==> config.mk <==
export PLATFORM = sky130hd
export DESIGN_NAME = scba_ctrl
export DESIGN_NICKNAME = d
export VERILOG_FILES = /design/src/scba_pkg.sv /design/src/scba_ctrl.sv
export SDC_FILE = /design/constraint.sdc
export NUM_CORES = 1
export LEC_CHECK = 0
export ABC_AREA = 1
export BUFFER_PORTS_ARGS = -buffer_cell sky130_fd_sc_hd__buf_2
export CORE_AREA = 2 2 44 46
export DETAILED_ROUTE_END_ITERATION = 10
export DIE_AREA = 0 0 46 48
export PLACE_DENSITY = 0.85
export SETUP_SLACK_MARGIN = 0.15
export SLEW_MARGIN = 20
export SYNTH_ARGS = -nofsm -noshare
export SYNTH_HDL_FRONTEND = slang
export SYNTH_SLANG_ARGS = --single-unit
==> constraint.sdc <==
create_clock -name clock -period 1.5 [get_ports clock]
set_clock_uncertainty 0.2 [all_clocks]
set_input_delay 0.075 -clock clock [delete_from_list [all_inputs] [get_ports clock]]
set_output_delay 0.075 -clock clock [all_outputs]
set_load 0.01 [all_outputs]
==> src/scba_pkg.sv <==
// Shared types and constants of the size-class block allocator.
// Holds the word field widths, opcode and status codes, and the command and
// status structs between the controller and the datapath. No dependencies.
`default_nettype none

package scba_pkg;

   localparam int KIND_W   = 2;
   localparam int HANDLE_W = 10;
   localparam int COUNT_W  = 14;
   localparam int ADDR_W   = 32;
   localparam int STATUS_W = 3;

   // The rounded count never reaches twice the count range.
   localparam int SUM_W = COUNT_W + 1;

   localparam int DEF_MAX_BLOCK  = 8192;
   localparam int DEF_BLOCK_INCR = 256;
   localparam int DEF_UNIT_BYTES = 4;
   localparam int DEF_NUM_DESC   = 1024;

   typedef logic [KIND_W-1:0] kind_type;
   localparam kind_type KIND_ALLOC   = 2'd0;
   localparam kind_type KIND_RELEASE = 2'd1;
   localparam kind_type KIND_WRITE   = 2'd2;
   localparam kind_type KIND_READ    = 2'd3;

   typedef logic [STATUS_W-1:0] status_type;
   localparam status_type ST_OK        = 3'd0;
   localparam status_type ST_OVER_MAX  = 3'd1;
   localparam status_type ST_NO_DESC   = 3'd2;
   localparam status_type ST_READ_OVER = 3'd3;
   localparam status_type ST_ADDR_OVF  = 3'd4;

   typedef logic [2:0] res_op_type;
   localparam res_op_type RES_HOLD  = 3'd0;
   localparam res_op_type RES_ERR   = 3'd1;
   localparam res_op_type RES_POP   = 3'd2;
   localparam res_op_type RES_FRESH = 3'd3;
   localparam res_op_type RES_KEEP  = 3'd4;
   localparam res_op_type RES_READ  = 3'd5;

   typedef struct packed {
      logic       latch;
      logic       clear;
      logic       rd_desc;
      logic       cu_from_mem;
      logic       cap_new;
      logic       cap_old;
      logic       rd_head_new;
      logic       rd_head_old;
      logic       plan;
      logic       link;
      logic       commit_fresh;
      logic       rd_pop;
      logic       pop;
      logic       same_write;
      logic       load_rsp;
      res_op_type res_op;
      status_type err_code;
   } scba_cmd_type;

   typedef struct packed {
      kind_type kind;
      logic     bad_handle;
      logic     over_max;
      logic     cls_same;
      logic     head_valid;
      logic     fresh_full;
      logic     addr_ovf;
      logic     pop_sel;
      logic     clr_done;
   } scba_stat_type;

endpackage

`default_nettype wire

==> src/scba_ctrl.sv <==
// Controller of the allocator: sequences the clearing pass, the class unit,
// memory reads and writes, and the result handshake. Depends on scba_pkg.
`default_nettype none

module scba_ctrl
   import scba_pkg::*;
(
   input  wire            clock,
   input  wire            reset,
   input  wire            req_valid,
   output logic           req_stall,
   output logic           rsp_valid,
   input  wire            rsp_stall,
   input  wire  scba_stat_type stat,
   output scba_cmd_type   cmd
);

   localparam logic [3:0] S_CLEAR    = 4'd0;
   localparam logic [3:0] S_IDLE     = 4'd1;
   localparam logic [3:0] S_CHECK    = 4'd2;
   localparam logic [3:0] S_CNT      = 4'd3;
   localparam logic [3:0] S_CLS_A    = 4'd4;
   localparam logic [3:0] S_CLS_B    = 4'd5;
   localparam logic [3:0] S_SAME     = 4'd6;
   localparam logic [3:0] S_HEAD_NEW = 4'd7;
   localparam logic [3:0] S_PLAN     = 4'd8;
   localparam logic [3:0] S_HEAD_OLD = 4'd9;
   localparam logic [3:0] S_LINK     = 4'd10;
   localparam logic [3:0] S_COMMIT   = 4'd11;
   localparam logic [3:0] S_POP      = 4'd12;
   localparam logic [3:0] S_READ     = 4'd13;
   localparam logic [3:0] S_FIN      = 4'd14;

   logic [3:0] state_in, state_ff;
   logic       rsp_valid_in, rsp_valid_ff;

   always_comb begin
      cmd      = '0;
      state_in = state_ff;
      unique case (state_ff)
         S_CLEAR: begin
            cmd.clear = 1'b1;
            if (stat.clr_done) begin
               state_in = S_IDLE;
            end
         end
         S_IDLE: begin
            if (req_valid) begin
               cmd.latch = 1'b1;
               state_in  = S_CHECK;
            end
         end
         S_CHECK: begin
            priority if (stat.kind == KIND_ALLOC && stat.over_max) begin
               cmd.res_op   = RES_ERR;
               cmd.err_code = ST_OVER_MAX;
               state_in     = S_FIN;
            end else if (stat.kind == KIND_ALLOC) begin
               state_in = S_CLS_A;
            end else if (stat.bad_handle) begin
               cmd.res_op   = RES_ERR;
               cmd.err_code = ST_NO_DESC;
               state_in     = S_FIN;
            end else if (stat.kind == KIND_WRITE && stat.over_max) begin
               cmd.res_op   = RES_ERR;
               cmd.err_code = ST_OVER_MAX;
               state_in     = S_FIN;
            end else if (stat.kind == KIND_READ) begin
               cmd.rd_desc = 1'b1;
               state_in    = S_READ;
            end else begin
               cmd.rd_desc = 1'b1;
               state_in    = S_CNT;
            end
         end
         S_CNT: begin
            // Stored count of the handle enters the class unit in the cycle
            // after the request count.
            cmd.cu_from_mem = 1'b1;
            state_in        = S_CLS_A;
         end
         S_CLS_A: begin
            cmd.cap_new = 1'b1;
            state_in    = S_CLS_B;
         end
         S_CLS_B: begin
            if (stat.kind == KIND_ALLOC) begin
               cmd.cap_new = 1'b1;
               state_in    = S_HEAD_NEW;
            end else if (stat.kind == KIND_RELEASE) begin
               cmd.cap_old = 1'b1;
               state_in    = S_HEAD_OLD;
            end else begin
               cmd.cap_old = 1'b1;
               state_in    = S_SAME;
            end
         end
         S_SAME: begin
            if (stat.cls_same) begin
               cmd.same_write = 1'b1;
               cmd.res_op     = RES_KEEP;
               state_in       = S_FIN;
            end else begin
               state_in = S_HEAD_NEW;
            end
         end
         S_HEAD_NEW: begin
            cmd.rd_head_new = 1'b1;
            state_in        = S_PLAN;
         end
         S_PLAN: begin
            priority if (stat.head_valid) begin
               cmd.plan = 1'b1;
               state_in = (stat.kind == KIND_ALLOC) ? S_COMMIT : S_HEAD_OLD;
            end else if (stat.fresh_full) begin
               cmd.res_op   = RES_ERR;
               cmd.err_code = ST_NO_DESC;
               state_in     = S_FIN;
            end else if (stat.addr_ovf) begin
               cmd.res_op   = RES_ERR;
               cmd.err_code = ST_ADDR_OVF;
               state_in     = S_FIN;
            end else begin
               cmd.plan = 1'b1;
               state_in = (stat.kind == KIND_ALLOC) ? S_COMMIT : S_HEAD_OLD;
            end
         end
         S_HEAD_OLD: begin
            cmd.rd_head_old = 1'b1;
            state_in        = S_LINK;
         end
         S_LINK: begin
            cmd.link = 1'b1;
            if (stat.kind == KIND_RELEASE) begin
               cmd.res_op = RES_KEEP;
               state_in   = S_FIN;
            end else begin
               state_in = S_COMMIT;
            end
         end
         S_COMMIT: begin
            if (stat.pop_sel) begin
               cmd.rd_pop = 1'b1;
               state_in   = S_POP;
            end else begin
               cmd.commit_fresh = 1'b1;
               cmd.res_op       = RES_FRESH;
               state_in         = S_FIN;
            end
         end
         S_POP: begin
            cmd.pop    = 1'b1;
            cmd.res_op = RES_POP;
            state_in   = S_FIN;
         end
         S_READ: begin
            cmd.res_op = RES_READ;
            state_in   = S_FIN;
         end
         S_FIN: begin
            if (!rsp_valid_ff || !rsp_stall) begin
               cmd.load_rsp = 1'b1;
               state_in     = S_IDLE;
            end
         end
         default: begin
            state_in = S_IDLE;
         end
      endcase
      rsp_valid_in = cmd.load_rsp || (rsp_valid_ff && rsp_stall);
   end

   always_ff @(posedge clock) begin
      if (reset) begin
         state_ff     <= S_CLEAR;
         rsp_valid_ff <= 1'b0;
      end else begin
         state_ff     <= state_in;
         rsp_valid_ff <= rsp_valid_in;
      end
   end

   assign req_stall = state_ff != S_IDLE;
   assign rsp_valid = rsp_valid_ff;

endmodule

`default_nettype wire

==> flow_metrics.tcl, run 1 <==
set metrics [dict create \
    core_region_area_sq_mm 0.00169 \
    max_freq_mhz 617 \
    ir_drop_mv 1.07 \
    crit_path_end_kind "output port" \
    rrSetupSlack_ns -0.03 \
    io_pins 37 \
    syn_inst 139 \
    routed_via_density 5.50 \
    hold_ws_ns -0.102 \
    grt_max_degree 8 \
    drcViolationCount 0 \
    diodes 0 \
    syn-num-nets 153 \
    synth.distinct_cells 18 \
    pre_cts_slack_ns -0.0324 \
    die_y_um 48 \
    critPathMaxFanout 7 \
    stdcell_area_sq_mm 0.00138 \
    drv_slew 0 \
    grt_pass1_wl_um 3900 \
    clock_path_buffers 2 \
    yosys_warnings 0 \
    row_count 15 \
    finalHoldViolCount 1 \
    clkLatencyLatePin_ns 0.25 \
    dp_hpwl_um 1780 \
    finalWorstSetupSlack_ns -0.122 \
    clock-sinks 5 \
    route.vias.total 1194 \
    final_cells 217 \
    worst_slew_pin_slew_ns 0.691 \
    power.density_mw_per_mm2 1590 \
    cts.root.buffer_cell "clkbuf_4" \
    antenna_found_initial 0 \
    cts_buffers 3 \
    fp.dieArea_sq_mm 0.00221 \
    rsz0062_at_grt "true" \
    path_clk_slew_ns 0.04 \
    numPortBuffers 36 \
    globalplace.congestion 0.907 \
    multi_input_area_sq_um 709 \
    num-fill-cells 111 \
    syn_to_final_growth_pct 95.8 \
    path_class "reg -> out" \
    max_cap_viol_count 0 \
    firstDrtPassIters 4 \
    grt.overflow.total 0 \
    postSynthAreaPerCell_sq_um 5.09 \
    synth_seq_area_share_pct 14.2 \
    nets 215 \
    wl_per_cell_um 14.5 \
    hold_path.class "in -> reg" \
    cp-start-kind "register" \
    die_w_um 46 \
    initial_core_util_pct 41.9 \
    min_period_ns 1.62 \
    critical_path_required_ns 1.22 \
    period_share_pct 108 \
    drt-initial-drc-count 37 \
    outcome "complete, but fails checks" \
    ant_nets 0 \
    violations "hold timing, setup timing" \
    ys_seq_elements 5 \
    cts.htree.levels 1 \
    place_area_sq_um 916 \
    slew_headroom_pct 53.4 \
    setup_viol 13 \
    syn_area_sq_um 707 \
    wirelength_um 3150 \
    timing.critical_path.arrival_ns 1.35 \
    grt_pass1_vias 984 \
    finalPower_uw 2210 \
    ctsHoldBuffers 2 \
    ff_latch_area_sq_um 115 \
    cts_tree "yes" \
    grtUsageTotal_pct 24.5 \
    drive_gt1_share_pct 61.5 \
    p_leak_uw 0.000783 \
    placed_cells 193 \
]
-- kinds of logic (layout without fill, tap and decap cells) --
| family | after synthesis | after routing | synth area share, % |
|---|---|---|---|
| simple gates | 82 | 82 | 52.0 |
| buf+inv | 31 | 92 | 17.5 |
| compound gates | 21 | 21 | 16.3 |
| flops | 5 | 5 | 14.2 |
-- worst max-delay path, cell delays in order (launching register included) --
cell     delay, ns
dfxtp_4       0.44
nor2_4        0.07
nand2_4       0.11
nor2_4        0.05
a21oi_2       0.17
nand3_1       0.10
buf_2         0.15
-- repair_timing --
item / in CTS / in global routing
endpoints found under the hold margin: 5 / 1
gates resized for setup: 34 / 50
pin swaps: 9 / 16
buffers inserted: 11 / 7
setup endpoints to repair: 26 / 26
-- area by class of cell --
type / instances / share of cell area, %
Inverter: 30 / 8.68
Sequential cell: 5 / 8.32
Tap cell: 17 / 1.54
Clock buffer: 4 / 1.90
Timing Repair Buffer: 58 / 28.3
Multi-Input combinational cell: 103 / 51.3
-- final timing paths --
| check | start | to | cells after the start |
|---|---|---|---|
| min reg2reg | rsp_valid$_SDFF_PP0_ | rsp_valid$_SDFF_PP0_ | 2 |
| max reg2reg | state_ff[2]$_SDFFE_PP0P_ | state_ff[1]$_SDFFE_PP0P_ | 8 |
| min | rsp_stall | rsp_valid$_SDFF_PP0_ | 3 |
| max | state_ff[2]$_SDFFE_PP0P_ | cmd[3] | 6 |
-- metal layers --
metal  up-vias  global-route usage, %  share of wire, %
li1        556                      -                 -
met1       565                   25.4                37
met2        61                   47.5                54
met3        12                   2.64               5.7
met4         0                   13.7               3.1
met5         -                      0                 0
-- per-stage QoR --
step | setup TNS [ns] | hold WS, ns | utilization (%)
after global placement | -0.0488 | 0.0723 | 54.2
final | -0.629 | -0.102 | 81.9
after detailed placement | -0.0488 | 0.0754 | 54.2
after CTS | -0.270 | -0.104 | 68.1
after floorplan | 0 | -0.0626 | -
after global routing | -1.57 | -0.0694 | 81.9
-- cell usage after synthesis --
cell / n / area, sq um
a21oi_1: 8 / 40.0
a21oi_2: 2 / 17.5
buf_6: 1 / 11.3
dfxtp_1: 5 / 100
inv_1: 27 / 101
inv_2: 3 / 11.3
nand2_1: 29 / 109
nand2_2: 4 / 25.0
nand2_4: 1 / 11.3
nand3_1: 11 / 55.1
nand4_1: 2 / 12.5
nor2_1: 29 / 109
nor2_2: 3 / 18.8
nor2_4: 2 / 22.5
nor3_1: 1 / 5.00
o21ai_0: 8 / 40.0
o21ai_1: 2 / 10.0
o31ai_1: 1 / 7.51
-- power by group --
part	internal (uW)	switching [uW]
Combinational	705	996
Clock	101	61.0
Sequential	210	133
-- flip-flops by register name, indices dropped and copies added (netlist names) --
name       cells
state_ff       4
rsp_valid      1
-- cells in the final DEF (no fill, tap or decap), types with 2 or more instances in the layout --
master / count
a21oi_1: 3
a21oi_2: 6
buf_2: 33
buf_4: 14
buf_6: 9
clkbuf_4: 3
dfxtp_4: 4
dlygate4sd3_1: 2
inv_1: 18
inv_2: 10
nand2_1: 19
nand2_2: 9
nand2_4: 4
nand2_8: 2
nand3_1: 7
nand3_2: 3
nand4_1: 2
nor2_1: 15
nor2_2: 7
nor2_4: 12
o21ai_0: 7
o21ai_1: 2
Note: power is estimated with default switching activity, not from simulation.
==> run 2: changes to the inputs <==
--- a/config.mk
+++ b/config.mk
@@ -11,7 +11,7 @@
 export DETAILED_ROUTE_END_ITERATION = 10
 export DIE_AREA = 0 0 46 48
 export PLACE_DENSITY = 0.85
-export SETUP_SLACK_MARGIN = 0.15
+export SETUP_SLACK_MARGIN = 0.05
 export SLEW_MARGIN = 20
 export SYNTH_ARGS = -nofsm -noshare
 export SYNTH_HDL_FRONTEND = slang
==> run 2 against run 1 <==
The run ends with setup timing left. Critical path depth is 2 higher. Die area stayed put. Highest routed layer unchanged. Routed wire length decreased by 6.0%.
==> flow_metrics.tcl, run 2 (synthesis gave the netlist of run 1 again) <==
set metrics [dict create \
    period_share_pct 107 \
    min_path_cells 5 \
    path_clk_slew_ns 0.04 \
    largest_register_ffs 4 \
    grt_pass1_vias 957 \
    p_leak_uw 0.000765 \
    die_w_um 46 \
    final_cell_mix "34 x buf_2, 21 x nand2_1, 19 x nor2_1, 19 x inv_1, 17 x buf_4" \
    placed_cells 197 \
    die_y_um 48 \
    antenna_found_initial 0 \
    holdCritStartpoint "req_valid" \
    row_count 15 \
    critical_path_required_ns 1.22 \
    seqPwrFrac_pct 16.2 \
    ant_nets 0 \
    initial_core_util_pct 41.9 \
    ff_latch_area_sq_um 115 \
    p_comb_share_pct 76.3 \
    cts.root.buffer_cell "clkbuf_4" \
    max_freq_mhz 621 \
    clock-sinks 5 \
    min_period_ns 1.61 \
    io_pins 37 \
    clock_path_buffers 2 \
    route.vias.total 1152 \
    multi_input_area_sq_um 649 \
    grt_pass1_wl_um 3820 \
    cp-start-kind "register" \
    final_cells 218 \
    final_common_cell "buf_2" \
    grtUsageTotal_pct 23.9 \
    num-fill-cells 109 \
    max_cap_viol_count 0 \
    rsz0062_at_grt "true" \
    rr_worst_depth 10 \
    drt-initial-drc-count 54 \
    grt_max_degree 8 \
    grt.overflow.total 0 \
    slowest_stage "dfxtp_4" \
    crit_path_end_kind "output port" \
    top_register "state_ff" \
    intPower_uw 960 \
    firstDrtPassIters 4 \
    violations "setup timing" \
    path_class "reg -> out" \
    finalHoldViolCount 0 \
    nets 216 \
    drcViolationCount 0 \
    cts_buffers 3 \
    globalplace.congestion 0.918 \
    power_frac_clock_pct 7.6 \
    numPortBuffers 36 \
    critPathMaxFanout 4 \
    slew_headroom_pct 65.6 \
    finalPower_uw 2070 \
    critPathMaxStageDelay_ns 0.38 \
    wl_per_cell_um 13.6 \
    cts_tree "yes" \
    fp.dieArea_sq_mm 0.00221 \
    diodes 0 \
    finalWorstSetupSlack_ns -0.110 \
    syn_to_final_growth_pct 86.4 \
    swShare_pct 53.6 \
    r2r_end "state_ff[1]$_SDFFE_PP0P_" \
    setup_viol 12 \
    drv_slew 0 \
    fin_util_pct 78.0 \
    wirelength_um 2960 \
    switchingPower_uw 1110 \
    rr_startpoint "state_ff[0]$_SDFFE_PP0P_" \
    rrSetupSlack_ns -0.06 \
    hold_ws_ns 0.0368 \
    hold_path.class "in -> reg" \
    dp_hpwl_um 1710 \
    routed_via_density 5.28 \
    outcome "complete, but fails checks" \
    min_to "state_ff[1]$_SDFFE_PP0P_" \
    drive_gt1_share_pct 55.7 \
    core_region_area_sq_mm 0.00169 \
    power.density_mw_per_mm2 1570 \
    worst_slew_pin_slew_ns 0.510 \
    crit_path_cell_trace "inv_2 -> nand2_4 -> inv_4 -> nand2_4 -> a21oi_2 -> a21oi_2 -> nand3_1 -> buf_2" \
    timing.critical_path.arrival_ns 1.34 \
    ir_drop_mv 0.969 \
    cts.htree.levels 1 \
    pre_cts_slack_ns 0.0184 \
    clkLatencyLatePin_ns 0.24 \
]
==> run 2: what timing repair did <==
item	4_1_cts	5_1_grt
buffers inserted	11	3
hold endpoints to repair	5	0
hold buffers	3	0
cloned	0	0
setup endpoints to repair	21	24
resized for setup	45	23
pin swaps	9	11
==> run 2: how the worst max path moves through the flow <==
stage | slack [ns] | end | startpoint
floorplan | 0.14 | state_ff[1]$_SDFFE_PP0P_ | state_ff[3]$_SDFFE_PP0P_
global placement | 0.007 | cmd[3] | state_ff[1]$_SDFFE_PP0P_
finish | -0.11 | cmd[3] | state_ff[0]$_SDFFE_PP0P_
global route | -0.16 | cmd[3] | state_ff[2]$_SDFFE_PP0P_
detailed placement | 0.02 | cmd[1] | state_ff[1]$_SDFFE_PP0P_
CTS | -0.08 | cmd[4] | state_ff[3]$_SDFFE_PP0P_
==> run 2: metal layers <==
metal / GRT usage, % / vias to the layer above / wire length, um
met3: 1.51 / 9 / 196
met2: 44.7 / 62 / 1530
met1: 27.1 / 524 / 1180
li1: - / 557 / -
met4: 12.0 / 0 / 50
met5: 0 / - / 0
==> run 2: cell type report <==
cell class	instances	share of cell area, %
multi-input combinational	103	49.3
timing repair buffer	59	29.4
inverter	30	8.93
sequential	5	8.74
clock buffer	4	1.99
tap	17	1.61
==> run 2: power by group through the flow <==
stage,clock network [uW],registers [uW],logic (uW)
finish,157,334,1580
global route,164,337,1700
CTS,164,295,1310
detailed placement,0,243,980
global placement,0,241,986
floorplan,0,226,712
==> run 2: worst max-delay path: cells and delay by family, from the launching register on <==
family                 cells  cell delay (ns)
buffers and inverters      3             0.23
AOI/OAI and AO/OA          2             0.23
and+or+nand+nor            3             0.25
DFF                        1             0.38
==> run 2: per-stage QoR <==
stage	cell area [sq um]	setup TNS, ns
4_1_cts	1220	-0.391
5_1_grt	1320	-1.54
3_5_place_dp	942	0
3_3_place_gp	942	0
2_1_floorplan	707	0
6_report	1320	-0.626
==> run 3: changes to the inputs <==
--- a/config.mk
+++ b/config.mk
@@ -10,7 +10,7 @@
 export CORE_AREA = 2 2 44 46
 export DETAILED_ROUTE_END_ITERATION = 10
 export DIE_AREA = 0 0 46 48
-export PLACE_DENSITY = 0.85
+export PLACE_DENSITY = 0.76
 export SETUP_SLACK_MARGIN = 0.05
 export SLEW_MARGIN = 20
 export SYNTH_ARGS = -nofsm -noshare
==> run 3 against run 2 <==
The run still ends with setup timing left. Critical path type unchanged. Largest power group unchanged. Via count is 3.2% lower. Sequential share of layout area is 0.34 points higher. Maximum frequency about the same. Design area shrank 3.7%. Critical endpoint is now cmd[1].
==> flow_metrics.tcl, run 3 (synthesis gave the netlist of run 1 again) <==
set metrics [dict create \
    outcome "complete, but fails checks" \
    violations "setup timing" \
    path_class "reg -> out" \
    die_w_um 46 \
    rrSetupSlack_ns -0.07 \
    nets 219 \
    core_region_area_sq_mm 0.00169 \
    ir_drop_mv 1.23 \
    slowest_stage "dfxtp_4" \
    r2r_end "state_ff[1]$_SDFFE_PP0P_" \
    placed_cells 198 \
    rsz0062_at_grt "true" \
    power.density_mw_per_mm2 1560 \
    rr_worst_depth 8 \
    setup_tns_ns -0.915 \
    clock_path_buffers 2 \
    globalplace.congestion 0.837 \
    rr_startpoint "state_ff[0]$_SDFFE_PP0P_" \
    grtUsageTotal_pct 23.4 \
    crit_path_end_kind "output port" \
    finalWorstSetupSlack_ns -0.110 \
    clock-sinks 5 \
    min_period_ns 1.61 \
    min_to "state_ff[1]$_SDFFE_PP0P_" \
    cts.htree.levels 1 \
    cts_buffers 3 \
    cts.root.buffer_cell "clkbuf_4" \
    worst_slew_pin_slew_ns 0.594 \
    path_clk_slew_ns 0.05 \
    routed_via_density 5.05 \
    final_cells 221 \
    grt_pass1_wl_um 3680 \
    holdCritStartpoint "req_valid" \
    hold_path.class "in -> reg" \
    drt-initial-drc-count 29 \
    setup_viol 17 \
    route.vias.total 1115 \
    drive_gt1_share_pct 52.0 \
    dp_hpwl_um 1730 \
    timing.critical_path.arrival_ns 1.34 \
    grt_max_degree 7 \
    slew_headroom_pct 60.0 \
    final_cell_mix "34 x buf_2, 24 x nand2_1, 23 x nor2_1, 20 x buf_4, 18 x inv_1" \
    die_y_um 48 \
    initial_core_util_pct 41.9 \
    drv_slew 0 \
    largest_register_ffs 4 \
    critPathMaxStageDelay_ns 0.37 \
    max_freq_mhz 621 \
    period_share_pct 107 \
    finalHoldViolCount 0 \
    fp.dieArea_sq_mm 0.00221 \
    top_register "state_ff" \
    ant_nets 0 \
    numPortBuffers 36 \
    drcViolationCount 0 \
    wirelength_um 2730 \
    critPathMaxFanout 4 \
    critical_path_required_ns 1.22 \
    clkLatencyLatePin_ns 0.25 \
    wl_per_cell_um 12.3 \
    num-fill-cells 130 \
    antenna_found_initial 0 \
    diodes 0 \
    max_cap_viol_count 0 \
    cp-start-kind "register" \
    crit_start "state_ff[3]$_SDFFE_PP0P_" \
    firstDrtPassIters 4 \
    grt.overflow.total 0 \
    row_count 15 \
    cts_tree "yes" \
    p_leak_uw 0.000761 \
    grt_pass1_vias 897 \
    final_common_cell "buf_2" \
    io_pins 37 \
    syn_to_final_growth_pct 79.5 \
    min_path_cells 5 \
    crit_path_cell_trace "nor2_4 -> nand2_4 -> buf_6 -> o31ai_1 -> buf_2" \
]
==> run 3: cell types whose count changed in the layout (fill, tap and decap cells not counted), moves of 2 or more <==
cell,delta
nor2_1,+4
nor2_4,-4
buf_4,+3
nand2_1,+3
a21oi_1,+2
a21oi_2,-2
inv_2,+2
==> run 3: how the worst max path moves through the flow <==
stage	end	depth (start not counted)
2_1_floorplan	state_ff[1]$_SDFFE_PP0P_	9
3_3_place_gp	state_ff[3]$_SDFFE_PP0P_	9
3_5_place_dp	state_ff[0]$_SDFFE_PP0P_	9
4_1_cts	cmd[4]	7
5_1_grt	cmd[4]	7
6_report	cmd[1]	5
==> run 3: layout make-up <==
| class | count | area, sq um | area share, % |
|---|---|---|---|
| Sequential cell | 5 | 115 | 9.07 |
| Inverter | 30 | 115 | 9.07 |
| Tap cell | 17 | 21.3 | 1.68 |
| Clock buffer | 4 | 26.3 | 2.07 |
| Timing Repair Buffer | 62 | 410 | 32.3 |
| Multi-Input combinational cell | 103 | 581 | 45.8 |
==> run 3: what timing repair did <==
item / CTS / global route
pin swaps: 11 / 6
hold buffers: 3 / 0
buffers inserted: 11 / 5
gates resized for setup: 36 / 16
hold endpoints to repair: 5 / 0
endpoints found under the setup margin: 24 / 25
==> run 3: stage by stage <==
| stage | util (%) | total power (uW) | hold WS [ns] | worst slack [ns] | instance area [sq um] |
|---|---|---|---|---|---|
| 2_1_floorplan | - | 938 | -0.0626 | 0.140 | 707 |
| 3_3_place_gp | 56.2 | 1230 | 0.0735 | -0.0105 | 950 |
| 3_5_place_dp | 56.2 | 1240 | 0.0754 | -0.0276 | 950 |
| 4_1_cts | 69.7 | 1760 | 0.0137 | -0.103 | 1180 |
| 5_1_grt | 75.1 | 2120 | 0.0320 | -0.148 | 1270 |
| 6_report | 75.1 | 1980 | 0.0193 | -0.110 | 1270 |
==> run 3: critical path, delay by kind of cell (launching register included) <==
family / cells / cell delay [ns]
DFF: 1 / 0.37
buffers and inverters: 2 / 0.28
and+or+nand+nor: 2 / 0.26
AOI/OAI and AO/OA: 1 / 0.17
==> run 3: report_power, final <==
| group | total [uW] | switching, uW | internal, uW |
|---|---|---|---|
| registers | 308 | 99.4 | 209 |
| logic | 1510 | 868 | 642 |
| clock network | 163 | 61.9 | 101 |
==> run 3: layer usage <==
| layer | track usage [%] | up-vias | share of wire (%) |
|---|---|---|---|
| met5 | 0 | - | 0 |
| met4 | 8.00 | 0 | 1.4 |
| met3 | 3.77 | 5 | 4.9 |
| met2 | 45.3 | 41 | 53 |
| met1 | 25.7 | 507 | 41 |
| li1 | - | 562 | - |
